<file path="src/design/dmpd_pkg.sv">
// Package for the dual-motor proportional drive controller.
// Field widths, reset values, register indices, status codes and shared types.
// No dependencies.
`default_nettype none

package dmpd_pkg;

    localparam int FRACTION_BITS_DEF = 8;

    localparam int GAIN_W    = 16;
    localparam int LIMIT_W   = 12;
    localparam int TIMEOUT_W = 16;
    localparam int CMP_W     = 12;
    localparam int TARGET_W  = 16;
    localparam int ELAPSED_W = 16;
    localparam int STATUS_W  = 2;

    localparam int CFG_IDX_W  = 2;
    localparam int CFG_DATA_W = 16;

    localparam logic [GAIN_W-1:0]    GAIN_RST    = 16'd9830;
    localparam logic [LIMIT_W-1:0]   LIMIT_RST   = 12'd2450;
    localparam logic [TIMEOUT_W-1:0] TIMEOUT_RST = 16'd16000;
    localparam logic [CMP_W-1:0]     IDLE_RST    = 12'd24;
    localparam logic [CMP_W-1:0]     CMP_RST     = 12'd24;

    localparam logic [STATUS_W-1:0] ST_RUNNING  = 2'b00;
    localparam logic [STATUS_W-1:0] ST_OVERTEMP = 2'b01;
    localparam logic [STATUS_W-1:0] ST_FAULT    = 2'b10;

    typedef enum logic [CFG_IDX_W-1:0] {
        REG_GAIN    = 2'd0,
        REG_LIMIT   = 2'd1,
        REG_TIMEOUT = 2'd2,
        REG_IDLE    = 2'd3
    } t_cfg_idx;

    typedef struct packed {
        logic [GAIN_W-1:0]    gain;
        logic [LIMIT_W-1:0]   saturation_limit;
        logic [TIMEOUT_W-1:0] timeout_count;
        logic [CMP_W-1:0]     idle_compare;
    } t_cfg;

    typedef struct packed {
        logic                        temp_ok;
        logic                        fault_ok;
        logic signed [TARGET_W-1:0]  target_one;
        logic signed [TARGET_W-1:0]  target_two;
        logic [ELAPSED_W-1:0]        elapsed_one;
        logic [ELAPSED_W-1:0]        elapsed_two;
    } t_in_item;

endpackage

`default_nettype wire

</file>
<file path="src/design/dmpd_cfg_regs.sv">
// Configuration register file: gain, saturation limit, timeout, idle compare.
// Depends on dmpd_pkg.
`default_nettype none

module dmpd_cfg_regs (
    input  logic                                i_clk,
    input  logic                                i_rst_n,
    input  logic                                i_we,
    input  logic [dmpd_pkg::CFG_IDX_W-1:0]      i_idx,
    input  logic [dmpd_pkg::CFG_DATA_W-1:0]     i_data,
    output dmpd_pkg::t_cfg                      o_cfg
);

    dmpd_pkg::t_cfg r_cfg;

    always_ff @(posedge i_clk) begin
        if (!i_rst_n) begin
            r_cfg.gain             <= dmpd_pkg::GAIN_RST;
            r_cfg.saturation_limit <= dmpd_pkg::LIMIT_RST;
            r_cfg.timeout_count    <= dmpd_pkg::TIMEOUT_RST;
            r_cfg.idle_compare     <= dmpd_pkg::IDLE_RST;
        end else if (i_we) begin
            case (dmpd_pkg::t_cfg_idx'(i_idx))
                dmpd_pkg::REG_GAIN: begin
                    r_cfg.gain <= i_data[dmpd_pkg::GAIN_W-1:0];
                end
                dmpd_pkg::REG_LIMIT: begin
                    r_cfg.saturation_limit <= i_data[dmpd_pkg::LIMIT_W-1:0];
                end
                dmpd_pkg::REG_TIMEOUT: begin
                    r_cfg.timeout_count <= i_data[dmpd_pkg::TIMEOUT_W-1:0];
                end
                dmpd_pkg::REG_IDLE: begin
                    r_cfg.idle_compare <= i_data[dmpd_pkg::CMP_W-1:0];
                end
                default: begin
                end
            endcase
        end
    end

    assign o_cfg = r_cfg;

endmodule

`default_nettype wire

</file>
<file path="config.mk">
export PLATFORM = sky130hd
export DESIGN_NAME = dmpd_cfg_regs
export DESIGN_NICKNAME = d
export VERILOG_FILES = /design/src/design/dmpd_pkg.sv /design/src/design/dmpd_cfg_regs.sv
export SDC_FILE = /design/constraint.sdc
export NUM_CORES = 1
export LEC_CHECK = 0
export ABC_CLOCK_PERIOD_IN_PS = 1000
export BUFFER_PORTS_ARGS = -buffer_cell sky130_fd_sc_hd__buf_2
export CAP_MARGIN = 10
export CORE_ASPECT_RATIO = 1.2
export CORE_UTILIZATION = 45
export CTS_BUF_LIST = sky130_fd_sc_hd__clkbuf_4 sky130_fd_sc_hd__clkbuf_8
export CTS_CLUSTER_SIZE = 10
export DETAILED_ROUTE_END_ITERATION = 6
export PLACE_DENSITY = 0.85
export SYNTH_ARGS = -nofsm -noshare
export SYNTH_HDL_FRONTEND = slang
export SYNTH_SLANG_ARGS = --single-unit
</file>
<file path="constraint.sdc">
create_clock -name i_clk -period 1 [get_ports i_clk]
set_input_delay 0.05 -clock i_clk [delete_from_list [all_inputs] [get_ports i_clk]]
set_output_delay 0.05 -clock i_clk [all_outputs]
set_load 0.005 [all_outputs]
</file>
==> results.yml <==
floorplanning:
  die_area_sq_um: 5230
  dieHeight_um: 79.0
  num_io_pins: 77
  design.core.area_sq_um: 4660
  fp.dieW_um: 66.2
  floorplan.initialDensity_pct: 47.7
  fp-row-count: 27
pwr:
  comb_power_share_pct: 10.6
  clock_power_share_pct: 36.2
  total_power_consumption_of_the_routed_design_mw: 4.42
  vdd_drop_max_mv: 0.749
  sequentialPowerShare_pct: 53.2
  p_sw_share_pct: 22.4
  switching_component_of_the_power_uw: 992
  p_int_mw: 3.43
  static-leakage-power_nw: 1.44
  cellPowerDensity_nw_per_um2: 1540
cts:
  cts_stage_hold_buffer_count: 0
  insertion_delay_ps: 300
  root_buffer: "sky130_fd_sc_hd__clkbuf_8"
  post_cts.resized_instances: 0
  cts_setup_buffers: 0
  h_tree_level_count: 2
  clkSinkCount: 56
  clk_pin_slew_worst_paths_ps: 100
  inserted_clock_buffers: 5
  cts_tree: "built"
  max-clock-path-buffers: 2
global_route:
  grt_first_pass_wirelength_um: 7820
  grt_use_total_pct: 19.6
  grt_start_max_net_pins: 67
  antenna_found_initial: 0
  grt_overflow_total: 0
  grt_pass1_vias: 1664
synth:
  synth-seq-area-share_pct: 50.4
  synth_unique_cells: 19
  synth_cells: 222
  synthesis.nets: 243
  syn_area_per_cell_sq_um: 10.0
  synthesis.yosys.warnings: 0
  synthesis.area_sq_um: 2220
  postSynthRegisterBits: 56
timing:
  relSlewSlack_pct: 73.2
  fmax_mhz: 1180
  rsz0062_at_grt: "no"
  min_period_ps: 845
  finalHoldViolations: 0
  skew_ps: 0
  finalCritPeriodShare_pct: 84.5
  slew_violations: 0
  finalSetupViolCount: 0
  worst_slew_pin_slew_ps: 401
  final_hold_slack_ps: 7.41
setup_path:
  worst-setup-path-type: "reg2out"
  crit_chain: "buf_2"
  worst_setup_path_start_kind: "register"
  crit_path_end_kind: "output pin"
  path_delay_family: "flip-flops"
  worst-endpoint-required_ps: 950
  cp.buffers_inverters: 1
  cp.arrival_ps: 800
  worst_path_max_delay_cell: "sky130_fd_sc_hd__dfxtp_1"
  crit_fanout: 2
  critPathMaxStageDelay_ps: 370
drt:
  routed_wirelength_um: 5010
  vias_per_cell: 4.81
  number_of_violations_reported_at_the_end_of_detailed_routing_iteration_0: 63
  route.detailed.wl_per_inst_um: 13.9
  detailed_route_drc_error_count: 0
  firstDrtPassIters: 4
  vias: 1730
  count_of_antenna_violating_nets_left_after_detailed_routing: 0
finish:
  layout.cells.non_filler: 360
  commonest_non_fill_non_tap_cell_in_the_layout: "sky130_fd_sc_hd__buf_2"
  post_route_cells_drive_above_1_share_pct: 32.5
  number_of_flip_flops_under_the_largest_register_name: 56
  diodes: 0
  layout.cells.most_common_list: "76 x sky130_fd_sc_hd__buf_2, 56 x sky130_fd_sc_hd__dfxtp_1, 51 x sky130_fd_sc_hd__nand2_1"
  final.fill_count: 408
  finish.net_count: 322
  syn2layout_area_growth_pct: 29.3
placement:
  io_buffer_count: 76
  detailedPlacementHpwl_um: 3590
  finalWeightedCongestion: 0.771
  post-place-cells: 352
worst_hold_path:
  worst_hold_path_type: "in2reg"
flow_run:
  cap_violations: 0
run_status:
  run_status: "finished, final reports clean"
[worst paths after layout]
path / start / endpoint / slack [ps] / cells after the start
setup / recovery: o_cfg[11]$_SDFFE_PN0P_ / o_cfg[11] / 150 / 1
hold / removal: i_data[12] / o_cfg[52]$_SDFFE_PN0P_ / 7 / 3
setup reg to reg: o_cfg[29]$_SDFFE_PN1P_ / o_cfg[29]$_SDFFE_PN1P_ / 350 / 2
hold reg to reg: o_cfg[52]$_SDFFE_PN0P_ / o_cfg[52]$_SDFFE_PN0P_ / 460 / 2
[cells by family (layout without fill, tap and decap cells)]
kind of cell	Yosys count	in the layout	synth area share [%]
multiplexers	50	50	22.5
AO/OA/AOI/OAI	6	6	2.02
flip-flops	56	56	50.4
AND/OR/NAND/NOR	86	86	19.8
buffers and inverters	24	104	5.29
[power by group through the flow]
stage               Combinational [mW]  Clock (mW)  Sequential (mW)
global route                     0.513        1.71             2.36
detailed placement               0.469           0             2.41
CTS                              0.474        1.62             2.35
global placement                 0.459           0             2.40
floorplan                        0.242           0             2.41
finish                           0.469        1.60             2.35
[layer usage]
layer	GRT usage [%]	share of wire, %	vias to the layer above
li1	-	-	893
met1	23.7	44	785
met2	34.2	51	48
met3	3.74	3.6	4
met4	7.02	1.1	0
met5	0	0	-
[synth_stat cells]
cell type	number	area share [%]
sky130_fd_sc_hd__and3_1	1	0.28
sky130_fd_sc_hd__and3b_1	2	0.79
sky130_fd_sc_hd__buf_2	10	2.2
sky130_fd_sc_hd__buf_4	2	0.67
sky130_fd_sc_hd__buf_6	1	0.51
sky130_fd_sc_hd__clkbuf_1	5	0.84
sky130_fd_sc_hd__dfxtp_1	56	50
sky130_fd_sc_hd__inv_1	6	1.0
sky130_fd_sc_hd__mux2i_1	50	22
sky130_fd_sc_hd__nand2_1	51	8.6
sky130_fd_sc_hd__nand3_1	1	0.22
sky130_fd_sc_hd__nand3b_1	2	0.67
sky130_fd_sc_hd__nand4_1	1	0.28
sky130_fd_sc_hd__nand4b_1	2	0.79
sky130_fd_sc_hd__nand4bb_1	3	1.5
sky130_fd_sc_hd__nor2b_1	21	5.9
sky130_fd_sc_hd__nor3b_1	1	0.34
sky130_fd_sc_hd__o211ai_1	6	2.0
sky130_fd_sc_hd__or3b_1	1	0.39
[layout make-up]
class	count	area [sq um]	area share [%]
sequential	56	1120	39.0
multi-input combinational	142	986	34.3
timing repair buffer	90	548	19.1
clock buffer	7	96.3	3.35
tap	58	72.6	2.52
clock inverter	1	30.0	1.04
inverter	6	22.5	0.783
[per-stage QoR]
| stage | setup TNS [ps] | utilization (%) | setup slack [ps] | cell area [sq um] |
|---|---|---|---|---|
| 3_3_place_gp | 0 | 59.0 | 11.4 | 2750 |
| 5_1_grt | 0 | 61.7 | 99.0 | 2880 |
| 2_1_floorplan | 0 | - | 196 | 2220 |
| 3_5_place_dp | -15.0 | 59.0 | -9.94 | 2750 |
| 4_1_cts | 0 | 61.7 | 140 | 2880 |
| 6_report | 0 | 61.7 | 155 | 2880 |
Power figures use the tool's default switching activity.
