--- config.mk ---
export PLATFORM = sky130hd
export DESIGN_NAME = dmpd_motor
export DESIGN_NICKNAME = d
export VERILOG_FILES = /design/src/design/dmpd_pkg.sv /design/src/design/dmpd_motor.sv
export SDC_FILE = /design/constraint.sdc
export NUM_CORES = 1
export LEC_CHECK = 0
export BUFFER_PORTS_ARGS = -buffer_cell sky130_fd_sc_hd__buf_2
export CAP_MARGIN = 20
export CORE_AREA = 2 2 267 190
export CTS_BUF_LIST = sky130_fd_sc_hd__clkbuf_2 sky130_fd_sc_hd__clkbuf_4 sky130_fd_sc_hd__clkbuf_8
export DETAILED_ROUTE_END_ITERATION = 8
export DIE_AREA = 0 0 269 192
export GPL_ROUTABILITY_DRIVEN = 0
export PLACE_DENSITY = 0.58
export SYNTH_ARGS = -nofsm -noshare
export SYNTH_HDL_FRONTEND = slang
export SYNTH_SLANG_ARGS = --single-unit
--- constraint.sdc ---
create_clock -name i_clk -period 28.7 [get_ports i_clk]
set_clock_uncertainty 0.1 [all_clocks]
set_input_delay 4.305 -clock i_clk [delete_from_list [all_inputs] [get_ports i_clk]]
set_output_delay 4.305 -clock i_clk [all_outputs]
set_load 0.03 [all_outputs]
--- src/design/dmpd_pkg.sv ---
// Package for the dual-motor proportional drive controller.
// Field widths, reset values, register indices, status codes and shared types.
// No dependencies.
`default_nettype none

package dmpd_pkg;

    localparam int FRACTION_BITS_DEF = 8;

    localparam int GAIN_W    = 16;
    localparam int LIMIT_W   = 12;
    localparam int TIMEOUT_W = 16;
    localparam int CMP_W     = 12;
    localparam int TARGET_W  = 16;
    localparam int ELAPSED_W = 16;
    localparam int STATUS_W  = 2;

    localparam int CFG_IDX_W  = 2;
    localparam int CFG_DATA_W = 16;

    localparam logic [GAIN_W-1:0]    GAIN_RST    = 16'd9830;
    localparam logic [LIMIT_W-1:0]   LIMIT_RST   = 12'd2450;
    localparam logic [TIMEOUT_W-1:0] TIMEOUT_RST = 16'd16000;
    localparam logic [CMP_W-1:0]     IDLE_RST    = 12'd24;
    localparam logic [CMP_W-1:0]     CMP_RST     = 12'd24;

    localparam logic [STATUS_W-1:0] ST_RUNNING  = 2'b00;
    localparam logic [STATUS_W-1:0] ST_OVERTEMP = 2'b01;
    localparam logic [STATUS_W-1:0] ST_FAULT    = 2'b10;

    typedef enum logic [CFG_IDX_W-1:0] {
        REG_GAIN    = 2'd0,
        REG_LIMIT   = 2'd1,
        REG_TIMEOUT = 2'd2,
        REG_IDLE    = 2'd3
    } t_cfg_idx;

    typedef struct packed {
        logic [GAIN_W-1:0]    gain;
        logic [LIMIT_W-1:0]   saturation_limit;
        logic [TIMEOUT_W-1:0] timeout_count;
        logic [CMP_W-1:0]     idle_compare;
    } t_cfg;

    typedef struct packed {
        logic                        temp_ok;
        logic                        fault_ok;
        logic signed [TARGET_W-1:0]  target_one;
        logic signed [TARGET_W-1:0]  target_two;
        logic [ELAPSED_W-1:0]        elapsed_one;
        logic [ELAPSED_W-1:0]        elapsed_two;
    } t_in_item;

endpackage

`default_nettype wire

--- src/design/dmpd_motor.sv ---
// One motor channel: fixed-point level register, proportional step with clamp,
// and sign-magnitude mapping of the new level onto two leg compares.
// Depends on dmpd_pkg.
`default_nettype none

module dmpd_motor #(
    parameter int FRACTION_BITS = dmpd_pkg::FRACTION_BITS_DEF
) (
    input  logic                                 i_clk,
    input  logic                                 i_rst_n,
    input  logic                                 i_en,
    input  logic signed [dmpd_pkg::TARGET_W-1:0] i_target,
    input  logic [dmpd_pkg::ELAPSED_W-1:0]       i_elapsed,
    input  dmpd_pkg::t_cfg                       i_cfg,
    output logic [dmpd_pkg::CMP_W-1:0]           o_leg_a,
    output logic [dmpd_pkg::CMP_W-1:0]           o_leg_b
);

    localparam int LW = dmpd_pkg::CMP_W + 1 + FRACTION_BITS;
    localparam int TW = dmpd_pkg::TARGET_W + FRACTION_BITS;
    localparam int EW = TW + 1;
    localparam int GW = dmpd_pkg::GAIN_W + 1;
    localparam int PW = EW + GW;
    localparam int SW = PW - dmpd_pkg::GAIN_W;
    localparam int NW = SW + 1;

    logic signed [LW-1:0]                 r_level;
    logic signed [LW-1:0]                 n_level;
    logic signed [dmpd_pkg::TARGET_W-1:0] w_tgt;
    logic signed [TW-1:0]                 w_tgt_q;
    logic signed [EW-1:0]                 w_err;
    logic signed [GW-1:0]                 w_gain;
    logic signed [PW-1:0]                 w_prod;
    logic signed [SW-1:0]                 w_step;
    logic signed [NW-1:0]                 w_sum;
    logic signed [NW-1:0]                 w_lim;
    logic [LW-1:0]                        w_abs;
    logic [dmpd_pkg::CMP_W-1:0]           w_mag;
    logic                                 w_neg;

    assign w_tgt   = (i_elapsed == i_cfg.timeout_count) ? '0 : i_target;
    assign w_tgt_q = {w_tgt, {FRACTION_BITS{1'b0}}};
    assign w_err   = EW'(w_tgt_q) - EW'(r_level);
    assign w_gain  = {1'b0, i_cfg.gain};
    assign w_prod  = w_err * w_gain;
    // floor of the Q0.16 product
    assign w_step  = w_prod[PW-1:dmpd_pkg::GAIN_W];
    assign w_sum   = NW'(r_level) + NW'(w_step);
    assign w_lim   = NW'({i_cfg.saturation_limit, {FRACTION_BITS{1'b0}}});

    always_comb begin
        if (w_sum > w_lim) begin
            n_level = LW'(w_lim);
        end else if (w_sum < -w_lim) begin
            n_level = LW'(-w_lim);
        end else begin
            n_level = LW'(w_sum);
        end
    end

    // truncation toward zero; a level in (-1,0) drives the non-negative pattern
    assign w_abs = n_level[LW-1] ? LW'(-n_level) : LW'(n_level);
    assign w_mag = w_abs[FRACTION_BITS +: dmpd_pkg::CMP_W];
    assign w_neg = n_level[LW-1] && (w_mag != '0);

    assign o_leg_a = w_neg ? w_mag : i_cfg.idle_compare;
    assign o_leg_b = w_neg ? i_cfg.idle_compare : w_mag;

    always_ff @(posedge i_clk) begin
        if (!i_rst_n) begin
            r_level <= '0;
        end else if (i_en) begin
            r_level <= n_level;
        end
    end

endmodule

`default_nettype wire

==> run metrics <==
crit path DAT=22710 ps; Hold Path Cell Cnt=1; Worst slew margin=19.36%; Worst Path Required=24290 ps; CTS HTree Levels=1; wire length of the first global-routing pass=89880 um; area grow syn2layout=6.511%; average vias per placed instance=about 5.2; Post-synth EDFFs=0; CP Launch Point=i_cfg[24]; Regs by FF count=r_level x21; CP endpoint kind=output port; highest fanout seen on the critical path=19; warning count from the yosys run=0; start point of the worst hold path=r_level[14]; Ports=115; Most Used Layer, Global Route=met2; Min-Delay Path Class=flip-flop to flip-flop; depth of the most critical reg-to-reg path=53; Inserted Clock Buffers=3; vias post-DR=15970; Bufs on Longest Clock Path=2; outcome=finished clean; met2 Track Usage GR=35.17%; port bufs=114; routed wire length=between 50000 and 60000 um; setup slack after layout=1585 ps; via count of the first global-routing pass=16660; hpwl dp=44650 um; upper clock frequency limit=between 30 and 40 MHz; antenna cells=0; post-detailed-route wirelength per cell=17.84 um; count of clock tree sinks=21; Detail Route Antenna Nets=0; start-to-end type of the worst setup path=input pin to output port; number of cells produced by synthesis=2348; accumulated negative setup slack=0 ps; largest reg by FF count=r_level; hold-critical path endpoint=r_level[14]; master cell of the clock root buffer=sky130_fd_sc_hd__clkbuf_8; Area contributors post-synth=sky130_fd_sc_hd__fa_1 39%, sky130_fd_sc_hd__ha_1 12%, sky130_fd_sc_hd__inv_1 9.7%; overall die area=~52000 um2; final core area utilization=42.47%; flip-flop cell with the highest count after synthesis=sky130_fd_sc_hd__dfxtp_1; Initial Util=39.87%; Core ar.=48920 um2; Post-Place Worst Slack=2064 ps; Synth async-reset ratio=0%; most common cell type on the critical path=sky130_fd_sc_hd__fa_1; Worst-Skew Late Latency=roughly 280 ps; final net count=3051; post-route clock period utilization=94.48%; number of remaining DRC errors=0; Pre-antenna DRT Iters=6; total global routing overflow=0; number of buffers inserted by post-CTS setup repair=0; Tightest Pin Transition=between 1000 and 1500 ps; worst hold slack after final layout=443.8 ps; stage delay of the slowest cell on the critical path=between 800 and 900 ps; total setup violations reported at the end of the flow=0; setup repair after global routing missed its margin=false; post-synth top area share=39.31%; max-cap check violation count=0; internal reg-to-reg setup slack=12990 ps; max FFs per register=21; largest area contributor in the netlist=sky130_fd_sc_hd__fa_1; number of design-rule violations left by the first detailed-router iteration=1149; Worst Setup Start Kind=input pin; FP Rows=68; flip-flop and latch count after synthesis=21; syn nets=3002; Slew Limit Fails=0; min Tclk post-route=between 20000 and 30000 ps; sequential fraction of the synthesis area=2.155%; total of hold buffers inserted after clock tree synthesis=0; Post-Synthesis Mean Instance Area=about 8.3 um2; CTS tree=done; DIE HEIGHT=192 um; startpoint of the worst-slack reg-to-reg timing path=r_level[2]; Slowest-stage cell, CP=sky130_fd_sc_hd__o21ai_0; pin count of the biggest net entering global routing=36; count of unique library cells instantiated by Yosys=81; CTS-repair resized insts=0; initial antenna violation count=0; share of final-layout standard cells stronger than drive strength 1=7.304%; hold violation count in the final report=0; met1 global-route usage=about a third; worst r2r dst=r_level[13]; global routing met3 resource utilization=3.282%; mapped cell area=approximately 20000 um2; clk slew on worst S/H paths=90 ps; Die X-Extent=269 um; global-route total usage across every layer=approximately 22%
==> layout by cell type, fill, tap and decap left out, types with 6 or more instances in the layout <==
cell | synthesis | routed
sky130_fd_sc_hd__o211a_1 | 7 | 7
sky130_fd_sc_hd__a31o_2 | 7 | 7
sky130_fd_sc_hd__nand3_1 | 25 | 25
sky130_fd_sc_hd__o21a_1 | 17 | 17
sky130_fd_sc_hd__a21oi_1 | 61 | 61
sky130_fd_sc_hd__fa_1 | 383 | 383
sky130_fd_sc_hd__xnor2_1 | 67 | 66
sky130_fd_sc_hd__nor3_1 | 21 | 21
sky130_fd_sc_hd__nor4_1 | 11 | 11
sky130_fd_sc_hd__or3_1 | 6 | 6
sky130_fd_sc_hd__o22ai_1 | 12 | 12
sky130_fd_sc_hd__or4_1 | 7 | 7
sky130_fd_sc_hd__nand4_1 | 12 | 12
sky130_fd_sc_hd__a21o_1 | 42 | 42
sky130_fd_sc_hd__and3_1 | 11 | 11
sky130_fd_sc_hd__and2_1 | 218 | 218
sky130_fd_sc_hd__o211ai_1 | 23 | 23
sky130_fd_sc_hd__nand2b_1 | 8 | 8
sky130_fd_sc_hd__xor2_1 | 41 | 38
sky130_fd_sc_hd__nor2_1 | 77 | 77
sky130_fd_sc_hd__mux2i_1 | 7 | 7
sky130_fd_sc_hd__o21ai_0 | 51 | 51
sky130_fd_sc_hd__inv_1 | 506 | 506
sky130_fd_sc_hd__o31ai_1 | 11 | 11
sky130_fd_sc_hd__nand2_1 | 298 | 298
sky130_fd_sc_hd__buf_4 | 3 | 23
sky130_fd_sc_hd__ha_1 | 180 | 180
sky130_fd_sc_hd__buf_2 | 3 | 114
sky130_fd_sc_hd__o21ai_1 | 6 | 6
sky130_fd_sc_hd__nor2b_1 | 23 | 23
sky130_fd_sc_hd__dfxtp_1 | 21 | 21
sky130_fd_sc_hd__a31oi_1 | 13 | 13
==> Yosys cell counts, drive strengths merged (5+ instances only) <==
cell / n
nor2b: 23
nand2: 298
dfxtp: 21
ha: 180
nand4: 14
nor4: 12
o211ai: 23
buf: 11
mux2i: 7
xor2: 41
o31ai: 11
nand2b: 8
and3: 11
o311ai: 5
and2: 218
clkbuf: 82
a21o: 42
xnor2: 67
a221oi: 5
o21ai: 58
o211a: 8
nor2: 77
or3: 6
nand3: 26
o21bai: 5
a21oi: 64
a31o: 7
a31oi: 13
o21a: 17
nor3: 22
fa: 383
o22ai: 12
inv: 506
a211oi: 5
or4: 7
a21boi: 5
==> critical path: cells and delay by family <==
kind | cells | cell delay [ps]
adders and majority gates | 10 | 4470
xor gates and xnor gates | 3 | 310
buffers and inverters | 8 | 790
and+or+nand+nor | 18 | 4700
AOI/OAI and AO/OA | 28 | 8090
==> cell families (layout without fill, tap and decap cells) <==
kind of cell	count (synthesis)	after routing	synth area share, %
mux	7	7	0.3592
simple gates	740	740	18.96
fa+ha+maj	564	564	50.90
compound gates	309	309	11.06
buf+inv	599	647	11.71
flops	21	21	2.155
xor+xnor	108	108	4.849
==> per-stage QoR <==
stage          instance area, um2  cells
2_1_floorplan               19510   2348
3_3_place_gp                20730   3057
3_5_place_dp                20730   3057
4_1_cts                     20780   3061
5_1_grt                     20780   3061
6_report                    20780   3061
==> worst max-delay path by stage <==
stage / to / cells past startpoint / slack [ps]
after floorplan: o_leg_b[11] / 67 / 5910
after global placement: o_leg_b[1] / 67 / 2670
after detailed placement: o_leg_a[3] / 67 / 2060
after CTS: o_leg_a[3] / 67 / 2020
after global routing: o_leg_b[6] / 67 / 690
final: o_leg_b[4] / 67 / 1580
==> area by class of cell <==
| type | instances | area (um2) |
|---|---|---|
| inverter | 506 | 1899 |
| clock buffer | 4 | 48.80 |
| multi-input combinational | 1728 | 16830 |
| sequential | 21 | 420.4 |
| fill | 4941 | 28150 |
| timing repair buffer | 137 | 743.2 |
| tap | 665 | 832.0 |
==> metal layers <==
metal / routed length, um / up-vias
met5: 0 / -
met4: 540 / 0
met3: 3622 / 47
met2: 24220 / 483
met1: 26210 / 8067
li1: - / 7369
Power is not shown: default switching activity piles up to over one toggle a cycle in this logic, so the estimate is an artifact.
